==> src/rtl/lbsp_pkg.sv <==
// ----------------------------------------------------------------------------
// lbsp_pkg
// Shared types and constants of the liveness buffer slot planner.
// ----------------------------------------------------------------------------
package lbsp_pkg;

	localparam int MAX_SLOTS = 64;
	localparam int SLOT_W    = (MAX_SLOTS > 1) ? $clog2(MAX_SLOTS) : 1;
	localparam int COUNT_W   = $clog2(MAX_SLOTS + 1);
	localparam int OUT_IDX_W = 6;

	localparam logic KIND_PINNED = 1'b0;
	localparam logic KIND_TEMP   = 1'b1;

	localparam logic STATUS_OK   = 1'b0;
	localparam logic STATUS_FULL = 1'b1;

	localparam logic [15:0] NEVER_FREE = 16'hFFFF;

	typedef struct packed {
		logic        kind;
		logic [31:0] size_bytes;
		logic [15:0] producer_node;
		logic [15:0] last_use_node;
	} req_t;

	typedef struct packed {
		logic [OUT_IDX_W-1:0] slot_index;
		logic                 fresh_slot;
		logic                 status;
	} rsp_t;

	typedef struct packed {
		logic [31:0] size;
		logic        pinned;
		logic [15:0] free_after;
	} slot_entry_t;

	localparam int ENTRY_W = $bits(slot_entry_t);

	typedef logic [SLOT_W-1:0]  slot_idx_t;
	typedef logic [COUNT_W-1:0] slot_cnt_t;

	typedef enum logic [1:0] {
		ST_IDLE,
		ST_SCAN,
		ST_DRAIN,
		ST_FINISH
	} state_t;

	// controller to datapath
	typedef struct packed {
		logic start;
		logic rd_en;
		logic commit;
	} ctl_cmd_t;

	// datapath to controller
	typedef struct packed {
		logic scan_needed;
		logic last_read;
		logic out_free;
	} dp_sts_t;

endpackage

==> src/rtl/liveness_buffer_slot_planner_top.sv <==
// ----------------------------------------------------------------------------
// liveness_buffer_slot_planner_top
// Best-fit buffer slot planner with liveness-based reuse of temporary slots.
//
//   channel | dir | handshake              | payload
//   --------+-----+------------------------+-------------------------------
//   req     | in  | req_valid / req_stall  | kind, size_bytes, nodes
//   rsp     | out | rsp_valid / rsp_stall  | slot_index, fresh_slot, status
//
// A temporary request with opened slots reads the slot table one slot per
// cycle, compares the last read data in the drain state, then commits, which
// registers its response; the next request is taken once the controller is
// idle again. A pinned request or an empty table goes straight to the commit.
// Reset clears the slot count but not the slot table; no clearing pass is run.
// The response register lets the next request be accepted while a response
// is stalled; the commit waits until that register is free.
// ----------------------------------------------------------------------------
module liveness_buffer_slot_planner_top import lbsp_pkg::*; (
	input  logic clk,
	input  logic arst_n,
	input  logic req_valid,
	output logic req_stall,
	input  req_t req,
	output logic rsp_valid,
	input  logic rsp_stall,
	output rsp_t rsp
);

	ctl_cmd_t cmd;
	dp_sts_t  sts;

	lbsp_ctrl u_ctrl (
		.clk      (clk),
		.arst_n   (arst_n),
		.req_valid(req_valid),
		.req_stall(req_stall),
		.sts      (sts),
		.cmd      (cmd)
	);

	lbsp_dpath u_dpath (
		.clk      (clk),
		.arst_n   (arst_n),
		.req      (req),
		.cmd      (cmd),
		.sts      (sts),
		.rsp_valid(rsp_valid),
		.rsp_stall(rsp_stall),
		.rsp      (rsp)
	);

	a_busy_after_accept: assert property (@(posedge clk) disable iff (!arst_n)
		req_valid && !req_stall |=> req_stall)
		else $error("request accepted while a request is in work");

	a_no_early_rsp: assert property (@(posedge clk) disable iff (!arst_n)
		req_valid && !req_stall && !rsp_valid |=> !rsp_valid)
		else $error("response one cycle after accept");

	a_commit_free: assert property (@(posedge clk) disable iff (!arst_n)
		cmd.commit |-> (!rsp_valid || !rsp_stall))
		else $error("commit overwrote a stalled response");

	a_fresh_ok: assert property (@(posedge clk) disable iff (!arst_n)
		rsp_valid && rsp.fresh_slot |-> rsp.status == STATUS_OK)
		else $error("fresh slot reported with capacity error");

endmodule

==> src/rtl/lbsp_ram.sv <==
// ----------------------------------------------------------------------------
// lbsp_ram
// Generic single-write, single-read RAM with registered read data.
// ----------------------------------------------------------------------------
module lbsp_ram #(
	parameter int WIDTH = 8,
	parameter int DEPTH = 16,
	localparam int AW = (DEPTH > 1) ? $clog2(DEPTH) : 1
) (
	input  logic             clk,
	input  logic             we,
	input  logic [AW-1:0]    waddr,
	input  logic [WIDTH-1:0] wdata,
	input  logic             re,
	input  logic [AW-1:0]    raddr,
	output logic [WIDTH-1:0] rdata
);

	logic [WIDTH-1:0] mem [DEPTH];

	always_ff @(posedge clk) begin
		if (we) begin
			mem[waddr] <= wdata;
		end
		if (re) begin
			rdata <= mem[raddr];
		end
	end

endmodule

==> src/rtl/lbsp_ctrl.sv <==
// ----------------------------------------------------------------------------
// lbsp_ctrl
// Sequencer: accept a request, sweep the slot table if needed, then commit the result.
// ----------------------------------------------------------------------------
module lbsp_ctrl import lbsp_pkg::*; (
	input  logic     clk,
	input  logic     arst_n,
	input  logic     req_valid,
	output logic     req_stall,
	input  dp_sts_t  sts,
	output ctl_cmd_t cmd
);

	state_t state_q, state_d;

	always_ff @(posedge clk or negedge arst_n) begin
		if (!arst_n) begin
			state_q <= ST_IDLE;
		end else begin
			state_q <= state_d;
		end
	end

	always_comb begin
		state_d   = state_q;
		cmd       = '0;
		req_stall = 1'b1;
		case (state_q)
			ST_IDLE: begin
				req_stall = 1'b0;
				if (req_valid) begin
					cmd.start = 1'b1;
					state_d   = sts.scan_needed ? ST_SCAN : ST_FINISH;
				end
			end
			ST_SCAN: begin
				cmd.rd_en = 1'b1;
				if (sts.last_read) begin
					state_d = ST_DRAIN;
				end
			end
			ST_DRAIN: begin
				// last read data is compared in this cycle
				state_d = ST_FINISH;
			end
			ST_FINISH: begin
				if (sts.out_free) begin
					cmd.commit = 1'b1;
					state_d    = ST_IDLE;
				end
			end
			default: begin
				state_d = ST_IDLE;
			end
		endcase
	end

endmodule

==> src/rtl/lbsp_dpath.sv <==
// ----------------------------------------------------------------------------
// lbsp_dpath
// Request registers, slot table, best-fit comparator and response register.
// ----------------------------------------------------------------------------
module lbsp_dpath import lbsp_pkg::*; (
	input  logic     clk,
	input  logic     arst_n,
	input  req_t     req,
	input  ctl_cmd_t cmd,
	output dp_sts_t  sts,
	output logic     rsp_valid,
	input  logic     rsp_stall,
	output rsp_t     rsp
);

	req_t        req_q;
	slot_idx_t   cnt_q;
	slot_idx_t   cmp_idx_q;
	logic        cmp_valid_q;
	logic        found_q;
	slot_idx_t   best_q;
	logic [31:0] best_size_q;
	slot_cnt_t   slots_used_q;
	logic        rsp_valid_q;
	rsp_t        rsp_q;

	logic             we;
	slot_idx_t        waddr;
	slot_entry_t      wentry;
	logic [ENTRY_W-1:0] rdata;
	slot_entry_t      rentry;
	logic             better;
	logic             full;
	logic             reuse;
	rsp_t             rsp_d;

	lbsp_ram #(
		.WIDTH(ENTRY_W),
		.DEPTH(MAX_SLOTS)
	) u_slots (
		.clk  (clk),
		.we   (we),
		.waddr(waddr),
		.wdata(wentry),
		.re   (cmd.rd_en),
		.raddr(cnt_q),
		.rdata(rdata)
	);

	assign rentry = slot_entry_t'(rdata);
	assign full   = (slots_used_q == COUNT_W'(MAX_SLOTS));
	assign reuse  = (req_q.kind == KIND_TEMP) && found_q;

	// strict less-than keeps the lower slot on equal sizes
	assign better = !rentry.pinned
		&& (rentry.free_after < req_q.producer_node)
		&& (rentry.size >= req_q.size_bytes)
		&& (!found_q || (rentry.size < best_size_q));

	assign sts.scan_needed = (req.kind == KIND_TEMP) && (slots_used_q != '0);
	assign sts.last_read   = ((COUNT_W'(cnt_q) + COUNT_W'(1)) == slots_used_q);
	assign sts.out_free    = !rsp_valid_q || !rsp_stall;

	always_comb begin
		we     = 1'b0;
		waddr  = SLOT_W'(slots_used_q);
		wentry = '0;
		rsp_d  = '0;
		if (reuse) begin
			waddr             = best_q;
			wentry.size       = best_size_q;
			wentry.pinned     = 1'b0;
			wentry.free_after = req_q.last_use_node;
			rsp_d.slot_index  = OUT_IDX_W'(best_q);
			rsp_d.fresh_slot  = 1'b0;
			rsp_d.status      = STATUS_OK;
			we                = cmd.commit;
		end else if (full) begin
			rsp_d.status = STATUS_FULL;
		end else begin
			wentry.size       = req_q.size_bytes;
			wentry.pinned     = (req_q.kind == KIND_PINNED);
			wentry.free_after = (req_q.kind == KIND_PINNED) ? NEVER_FREE
				: req_q.last_use_node;
			rsp_d.slot_index  = OUT_IDX_W'(slots_used_q);
			rsp_d.fresh_slot  = 1'b1;
			rsp_d.status      = STATUS_OK;
			we                = cmd.commit;
		end
	end

	always_ff @(posedge clk or negedge arst_n) begin
		if (!arst_n) begin
			cmp_valid_q  <= 1'b0;
			found_q      <= 1'b0;
			slots_used_q <= '0;
			rsp_valid_q  <= 1'b0;
		end else begin
			cmp_valid_q <= cmd.rd_en;
			if (cmd.start) begin
				found_q <= 1'b0;
			end else if (cmp_valid_q && better) begin
				found_q <= 1'b1;
			end
			if (cmd.commit && !reuse && !full) begin
				slots_used_q <= slots_used_q + COUNT_W'(1);
			end
			if (cmd.commit) begin
				rsp_valid_q <= 1'b1;
			end else if (!rsp_stall) begin
				rsp_valid_q <= 1'b0;
			end
		end
	end

	always_ff @(posedge clk) begin
		if (cmd.start) begin
			req_q <= req;
			cnt_q <= '0;
		end else if (cmd.rd_en) begin
			cnt_q <= cnt_q + SLOT_W'(1);
		end
		if (cmd.rd_en) begin
			cmp_idx_q <= cnt_q;
		end
		if (cmp_valid_q && better) begin
			best_q      <= cmp_idx_q;
			best_size_q <= rentry.size;
		end
		if (cmd.commit) begin
			rsp_q <= rsp_d;
		end
	end

	assign rsp_valid = rsp_valid_q;
	assign rsp       = rsp_q;

endmodule

==> config.mk <==
export PLATFORM = sky130hd
export DESIGN_NAME = liveness_buffer_slot_planner_top
export DESIGN_NICKNAME = d
export VERILOG_FILES = /design/src/rtl/lbsp_pkg.sv /design/src/rtl/liveness_buffer_slot_planner_top.sv /design/src/rtl/lbsp_ram.sv /design/src/rtl/lbsp_ctrl.sv /design/src/rtl/lbsp_dpath.sv
export SDC_FILE = /design/constraint.sdc
export NUM_CORES = 2
export LEC_CHECK = 0
export BUFFER_PORTS_ARGS = -buffer_cell sky130_fd_sc_hd__buf_4
export CELL_PAD_IN_SITES_DETAIL_PLACEMENT = 1
export CELL_PAD_IN_SITES_GLOBAL_PLACEMENT = 2
export CORE_UTILIZATION = 54
export CTS_BUF_LIST = sky130_fd_sc_hd__clkbuf_2 sky130_fd_sc_hd__clkbuf_4 sky130_fd_sc_hd__clkbuf_8
export DETAILED_ROUTE_END_ITERATION = 8
export PLACE_DENSITY = 0.9
export SLEW_MARGIN = 20
export SYNTH_ARGS = -nofsm -noshare
export SYNTH_HDL_FRONTEND = slang
export SYNTH_SLANG_ARGS = --single-unit
==> constraint.sdc <==
create_clock -name clk -period 8.1 [get_ports clk]
set_input_delay 0.81 -clock clk [delete_from_list [all_inputs] [get_ports clk]]
set_output_delay 0.81 -clock clk [all_outputs]
set_load 0.05 [all_outputs]
# Yosys cells after proc, flatten, opt, wreduce, memory -nomap -nowiden

Memory sizes are Yosys's and may differ from the RTL's. A register that Yosys moved wholly into a read port is not among the register bits.
Cells that the tools add are included.

Bits in registers: 135
Bits in writable memories: 3136
Input bits: 69
Output and inout bits: 10
Word-level logic and storage cells: 79
Memories: 1

Memory list:

| memory              | words | width | read ports | clocked after memory_dff | wr ports | line           | RTL |
|---|---|---|---|---|---|---|---|
| u_dpath.u_slots.mem | 64    | 49    | 1          | 1                        | 1        | lbsp_ram.sv:19 | `logic [WIDTH-1:0] mem [DEPTH];` |

$add $sub $neg: 3
Magnitude comparators: 3
Equality and inequality tests: 9
Multiplexer cells: 26
Bitwise operators: 1
Reduce and logical (&&, ||, !) cells: 20

Operator list:

| cell                | count |
|---|---|
| $mux 49             | 2 |
| $ge 32x32->1        | 1 |
| $lt 32x32->1        | 1 |
| $lt 16x16->1        | 1 |
| $mux 16             | 1 |
| $mux 1              | 15 |
| $logic_and 1x1->1   | 8 |
| $mux 2              | 4 |
| $mux 8              | 1 |
| $pmux 2 s4          | 1 |
| $add 6x1->7 const B | 1 |
| $add 7x1->7 const B | 1 |
| $eq 7x7->1          | 1 |
| $eq 7x7->1 const B  | 1 |
| $mux 7              | 1 |
| $reduce_bool 7->1   | 1 |
| $add 6x1->6 const B | 1 |
| $logic_not 1->1     | 6 |
| $mux 6              | 1 |
| $ne 2x2->1 const B  | 3 |
| $eq 2x2->1 const B  | 2 |
| $reduce_and 3->1    | 1 |
| $eq 2x1->1 const B  | 1 |
| $logic_not 2->1     | 1 |
| other kinds (4)     | 5 |

# Depth between registers and ports, before layout

Depth in word-level cells: 8
Depth in mapped cells: 10
Gate-level depth less buffers: 8

# Hierarchy

From an unflattened synthesis, not the netlist that was laid out.

Cells, all modules: 5927
Area, all modules: 127668.7 um2

Modules (own cells, without submodules):

| module     | instances | cells each | area an instance (um2) | sequential area each (um2) |
|---|---|---|---|---|
| lbsp_ram   | 1         | 5283       | 120483.1               | 95641.7 |
| lbsp_dpath | 1         | 623        | 6991.7                 | 3883.7 |
| lbsp_ctrl  | 1         | 21         | 193.9                  | 50.0 |

# Worst setup path after synthesis

OpenSTA, ideal clock, no wires.

Path type: reg-to-reg
From: reg u_dpath.u_slots.rdata[46], read port of u_dpath.u_slots.mem
To: reg u_dpath.best_q[0] (enable)
Library setup time: 0.542 ns
Arrival time: 5.500 ns
Setup slack: 2.058 ns
Cell stages (with the launch flop): 8
Period minus slack after synthesis: 6.042 ns
Path through: edfxtp_1 ha_1 nand4_1 nor4_1 inv_1 o22ai_1 o22ai_1 nor4b_1

Cells in the longest elaborated chain, start to end: 4

Ends and longest elaborated chain:

| item                                                         | line                               | RTL |
|---|---|---|
| start, declared                                              | lbsp_ram.sv:16                     | `output logic [WIDTH-1:0] rdata` |
| $ge 32x32->1 / $lt 32x32->1 (equally long branches)          | lbsp_dpath.sv:57, lbsp_dpath.sv:58 |  |
| $logic_and 1x1->1 / $logic_or 1x1->1 (equally long branches) | lbsp_dpath.sv:57, lbsp_dpath.sv:58 |  |
| $logic_and 1x1->1 *                                          | lbsp_dpath.sv:58                   | `&& (!found_q \|\| (rentry.size < best_size_q));` |
| $logic_and 1x1->1 *                                          | lbsp_dpath.sv:126                  | `if (cmp_valid_q && better) begin` |
| end signal, assigned                                         | lbsp_dpath.sv:127                  | `best_q <= cmp_idx_q;` |
| end, declared                                                | lbsp_dpath.sv:21                   | `slot_idx_t best_q;` |

Mark *: on every way between the ends. The rest lies on a longest branch, timed or not.
A chain may end at the register's enable or synchronous reset.

# Worst setup path in the final report

From: reg u_dpath.req_q[64] (netlist name)
To: mem u_dpath.u_slots.mem[5][47] (netlist name) (enable)

Cells in the longest elaborated chain, start to end: 4

Ends and longest elaborated chain:

| item                         | line              | RTL |
|---|---|---|
| start, declared              | lbsp_dpath.sv:16  | `req_t req_q;` |
| start signal, assigned       | lbsp_dpath.sv:118 | `req_q <= req;` |
| $logic_and 1x1->1 *          | lbsp_dpath.sv:52  | `assign reuse = (req_q.kind == KIND_TEMP) && found_q;` |
| $mux 1                       | lbsp_dpath.sv:69  | `if (reuse) begin` |
| $mux 1                       | lbsp_ram.sv:22    | `if (we) begin` |
| $mux 1 (not written as such) | lbsp_ram.sv:23    | `mem[waddr] <= wdata;` |
| end, declared                | lbsp_ram.sv:19    |  |

Marks and branches as above.

==> key figures <==
Global routing
  • Grt met3 use: 0.1095
  • Vias in the first global route: between 60000 and 70000
  • Grt peak-use layer: met2
  • Met1 usage: 0.4302
  • First-pass GRT wire length: between 500000 and 600000 microns
  • Met2 GRT Util: 0.5513
  • Largest net degree at the start of global routing: roughly 100
  • Initial antenna violation count: 36
  • GRT overflow: 0
  • Tot GR Track Use: 0.3545

Timing
  • Setup TNS: 0 ps
  • Final Hold Fails: 0
  • Final Critical Period: approximately 6000 ps
  • Fin. max-slew vios: 0
  • # setup viols final: 0
  • Final Cycle Share: 0.7445
  • RSZ-0062 raised after global routing: no
  • Worst-Margin Slew: 1374 ps
  • Clk_skew: a little under 100 ps
  • Slew margin rel.: 0.08398
  • Fmax: ~170 MHz

Synthesis
  • Synth area leaders: edfxtp_1 (78%), mux4_2 (17%), ha_1 (0.84%)
  • Synth top area share: 0.7785
  • Synth cell types: 47
  • Post-synth EDFFs: around 3300
  • Post-synth top area cell: edfxtp_1
  • Netlist area before placement: about 130000 sq um
  • Syn nets: 5508
  • #FFs+latches synth: approximately 3300
  • YS warnings: 0
  • Syn Inst Count: approximately 5400
  • Synth async-reset ratio: 0.003614
  • Mean Syn Cell Area: ~24 sq um
  • Dominant synthesized flop cell: edfxtp_1
  • Post-synthesis sequential area ratio: 0.7818

Place
  • Port Buffers: 78
  • Inst Count DP: 8479
  • GPL Wtd Cong: about 0.94
  • HPWL Detailed: approximately 220000 microns
  • Cell area after placement: around 130000 sq um

Worst setup path
  • Critical Path, Cell by Cell: buf_4 > and2_1 > mux2i_1 > nand3_1 > nor2_4 > buf_4
  • Crit path capture type: flip-flop
  • Worst r2r src: u_dpath.req_q[64]
  • CP Launch Point: u_dpath.req_q[64]
  • CP Data Required Time: 8850 ps
  • Worst EP arrival: roughly 6800 ps
  • Crit-path max FO: 27
  • CP Launch Type: flip-flop
  • Slowest stage delay, CP: roughly 1200 ps
  • Cell mode on critical path: buf_4
  • Critical path type: flip-flop to flip-flop
  • Crit-path slowest cell: nor2_4

Clocking
  • CTS tree: done
  • TritonCTS Buffers: 542
  • CTS H-tree lvls: 6
  • Clock Latency Late Sink: approximately 1200 ps
  • CTS Sinks: between 3000 and 4000
  • Clk buf depth: 4
  • Root buf cell: clkbuf_8
  • Clock-pin slew on the worst setup and hold paths: about 80 ps

Floorplan
  • Number of I/O pins: 79
  • Cell Rows: between 150 and 200
  • Die area: ~240000 sq um
  • DIE WIDTH: 487.7 microns
  • Die height: around 490 microns
  • Initial core utilization: 0.5457
  • Core Box Area: between 200000 and 250000 sq um

Power and ir drop
  • Power Total: about 51000 uW
  • Leakage: around 0.045 uW
  • PD cells: between 300 and 400 nW/um^2
  • VDD IR-drop max: 0.0002932 V

Finish
  • Area of the multi-input gates: around 27000 sq um
  • Final net count: ~6100
  • Reg area: 99590 sq um
  • Final Instance Area: about 140000 sq um
  • Area growth syn-to-layout: 13.20%
  • Share of cells above drive strength 1: 0.3388
  • Filler instances: between 15000 and 20000
  • Finished Layout Cells: ~9500

Routing
  • TritonRoute pass-1 iters: 6
  • Drt wl/cell: roughly 44 microns
  • Routed vias/inst: 7.093
  • Antenna viol nets, final: 0
  • DRC: 0
  • Vias: about 67000
  • WL final: roughly 420000 microns
  • DR iter-0 viols: ~12000

Outcome
  • Status: completed

Min path
  • Hold WC Path Type: input pin to asynchronous set/reset pin

Flow run
  • Max-cap viol count: 0
## metal layers
layer / up-vias / wire length [microns]
met5: - / 422
met4: 16 / 33850
met3: 1314 / 54690
met2: 6674 / 196000
met1: 34980 / 131000
li1: 24210 / -
## flip-flops by register name, indices dropped and copies added (netlist names), 2 cells and up
name	flops
u_ctrl.state_q	2
u_dpath.rsp	8
u_dpath.best_size_q	32
u_dpath.best_q	6
u_dpath.u_slots.rdata	49
u_dpath.cnt_q	6
u_dpath.req_q	65
u_dpath.slots_used_q	7
u_dpath.u_slots.mem	3136
u_dpath.cmp_idx_q	6
## report_power, final
part | internal, uW | total (uW) | switching [uW]
clock network | 7370 | 14600 | 7200
registers | 20800 | 21400 | 565
logic | 5250 | 15100 | 9800
total | 33400 | 51000 | 17600
## timing repair
action,4_1_cts,5_1_grt
hold buffers,67,0
gates resized for setup,0,0
setup buffers,0,0
endpoints found under the hold margin,78,0
## metrics by stage
stage / setup WS, ps / hold slack (ps) / util
after floorplan: 2058 / 400.3 / -
after global placement: 2830 / 402.7 / 0.5712
after detailed placement: 2485 / 417.5 / 0.5714
after CTS: 2349 / 55.50 / 0.6169
after global routing: 2154 / 123.8 / 0.6176
final: 2069 / 122.0 / 0.6177
## area by class of cell
class / instances / share of cell area
multi-input cells: 1660 / 0.1896
diodes: 16 / 0.0002777
inverters: 110 / 0.002864
well taps: 3132 / 0.02718
clock inverters: 185 / 0.007480
flip-flops and latches: 3320 / 0.6908
clock buffers: 715 / 0.06153
repair buffers: 336 / 0.02030
## critical path, delay by kind of cell, from the launching register on
kind,cells,cell delay (ps)
buffers and inverters,2,1020
and+or+nand+nor,3,2690
DFF,1,1140
muxes,1,740
## final timing paths
check                           slack (ps)                         end  cells after the start
max in group asynchronous             7680     u_dpath.slots_used_q[5]                      2
worst min-delay path                   120     u_dpath.slots_used_q[3]                      2
worst max register to register        2070  u_dpath.u_slots.mem[5][47]                      6
min in group clk                       210           u_ctrl.state_q[1]                      4
worst max-delay path                  2070  u_dpath.u_slots.mem[5][47]                      6
worst min register to register         390           u_dpath.best_q[2]                      0
## Yosys cell counts (2+ instances only)
master / number
dfxtp_1: 6
nand4_1: 15
o211ai_1: 3
nand2_1: 59
buf_4: 5
nor2b_1: 9
nor3_1: 10
buf_1: 23
xor2_1: 7
a2111oi_0: 9
o21a_1: 3
a211oi_1: 4
ha_1: 86
mux2i_1: 60
nand2b_1: 9
mux4_2: 953
o21ai_0: 51
xnor2_1: 9
buf_2: 112
a22oi_1: 86
dfrtp_1: 12
inv_1: 110
nand3_1: 57
a21oi_1: 44
and2_1: 6
nor2_1: 122
buf_6: 3
nor4_1: 2
a31oi_1: 2
a221oi_1: 3
edfxtp_1: 3302
o22ai_1: 29
a21o_1: 8
and3_1: 2
clkbuf_1: 120
## logic make-up (layout without fill, tap and decap cells)
| kind of cell | after synthesis | after routing | synth area share |
|---|---|---|---|
| AOI/OAI and AO/OA | 249 | 249 | 0.01270 |
| xor gates and xnor gates | 16 | 16 | 0.001100 |
| adders and majority gates | 86 | 86 | 0.008448 |
| muxes | 1013 | 1013 | 0.1732 |
| other | 0 | 16 | 0 |
| and+or+nand+nor | 296 | 296 | 0.01035 |
| buffers and inverters | 373 | 1346 | 0.01242 |
| DFF | 3320 | 3320 | 0.7818 |
## layout by cell type, fill, tap and decap left out, drive strengths merged, types with 15 or more instances in the layout
cell type,n
dlygate4sd3,67
a22oi,86
buf,269
clkinvlp,15
o22ai,29
diode,16
o21ai,51
ha,86
nor2,122
a21oi,44
mux4,953
nand4,15
edfxtp,3302
clkinv,150
inv,122
clkbuf,715
mux2i,60
nand2,59
nand3,57
(Power assumes the default switching activity.)
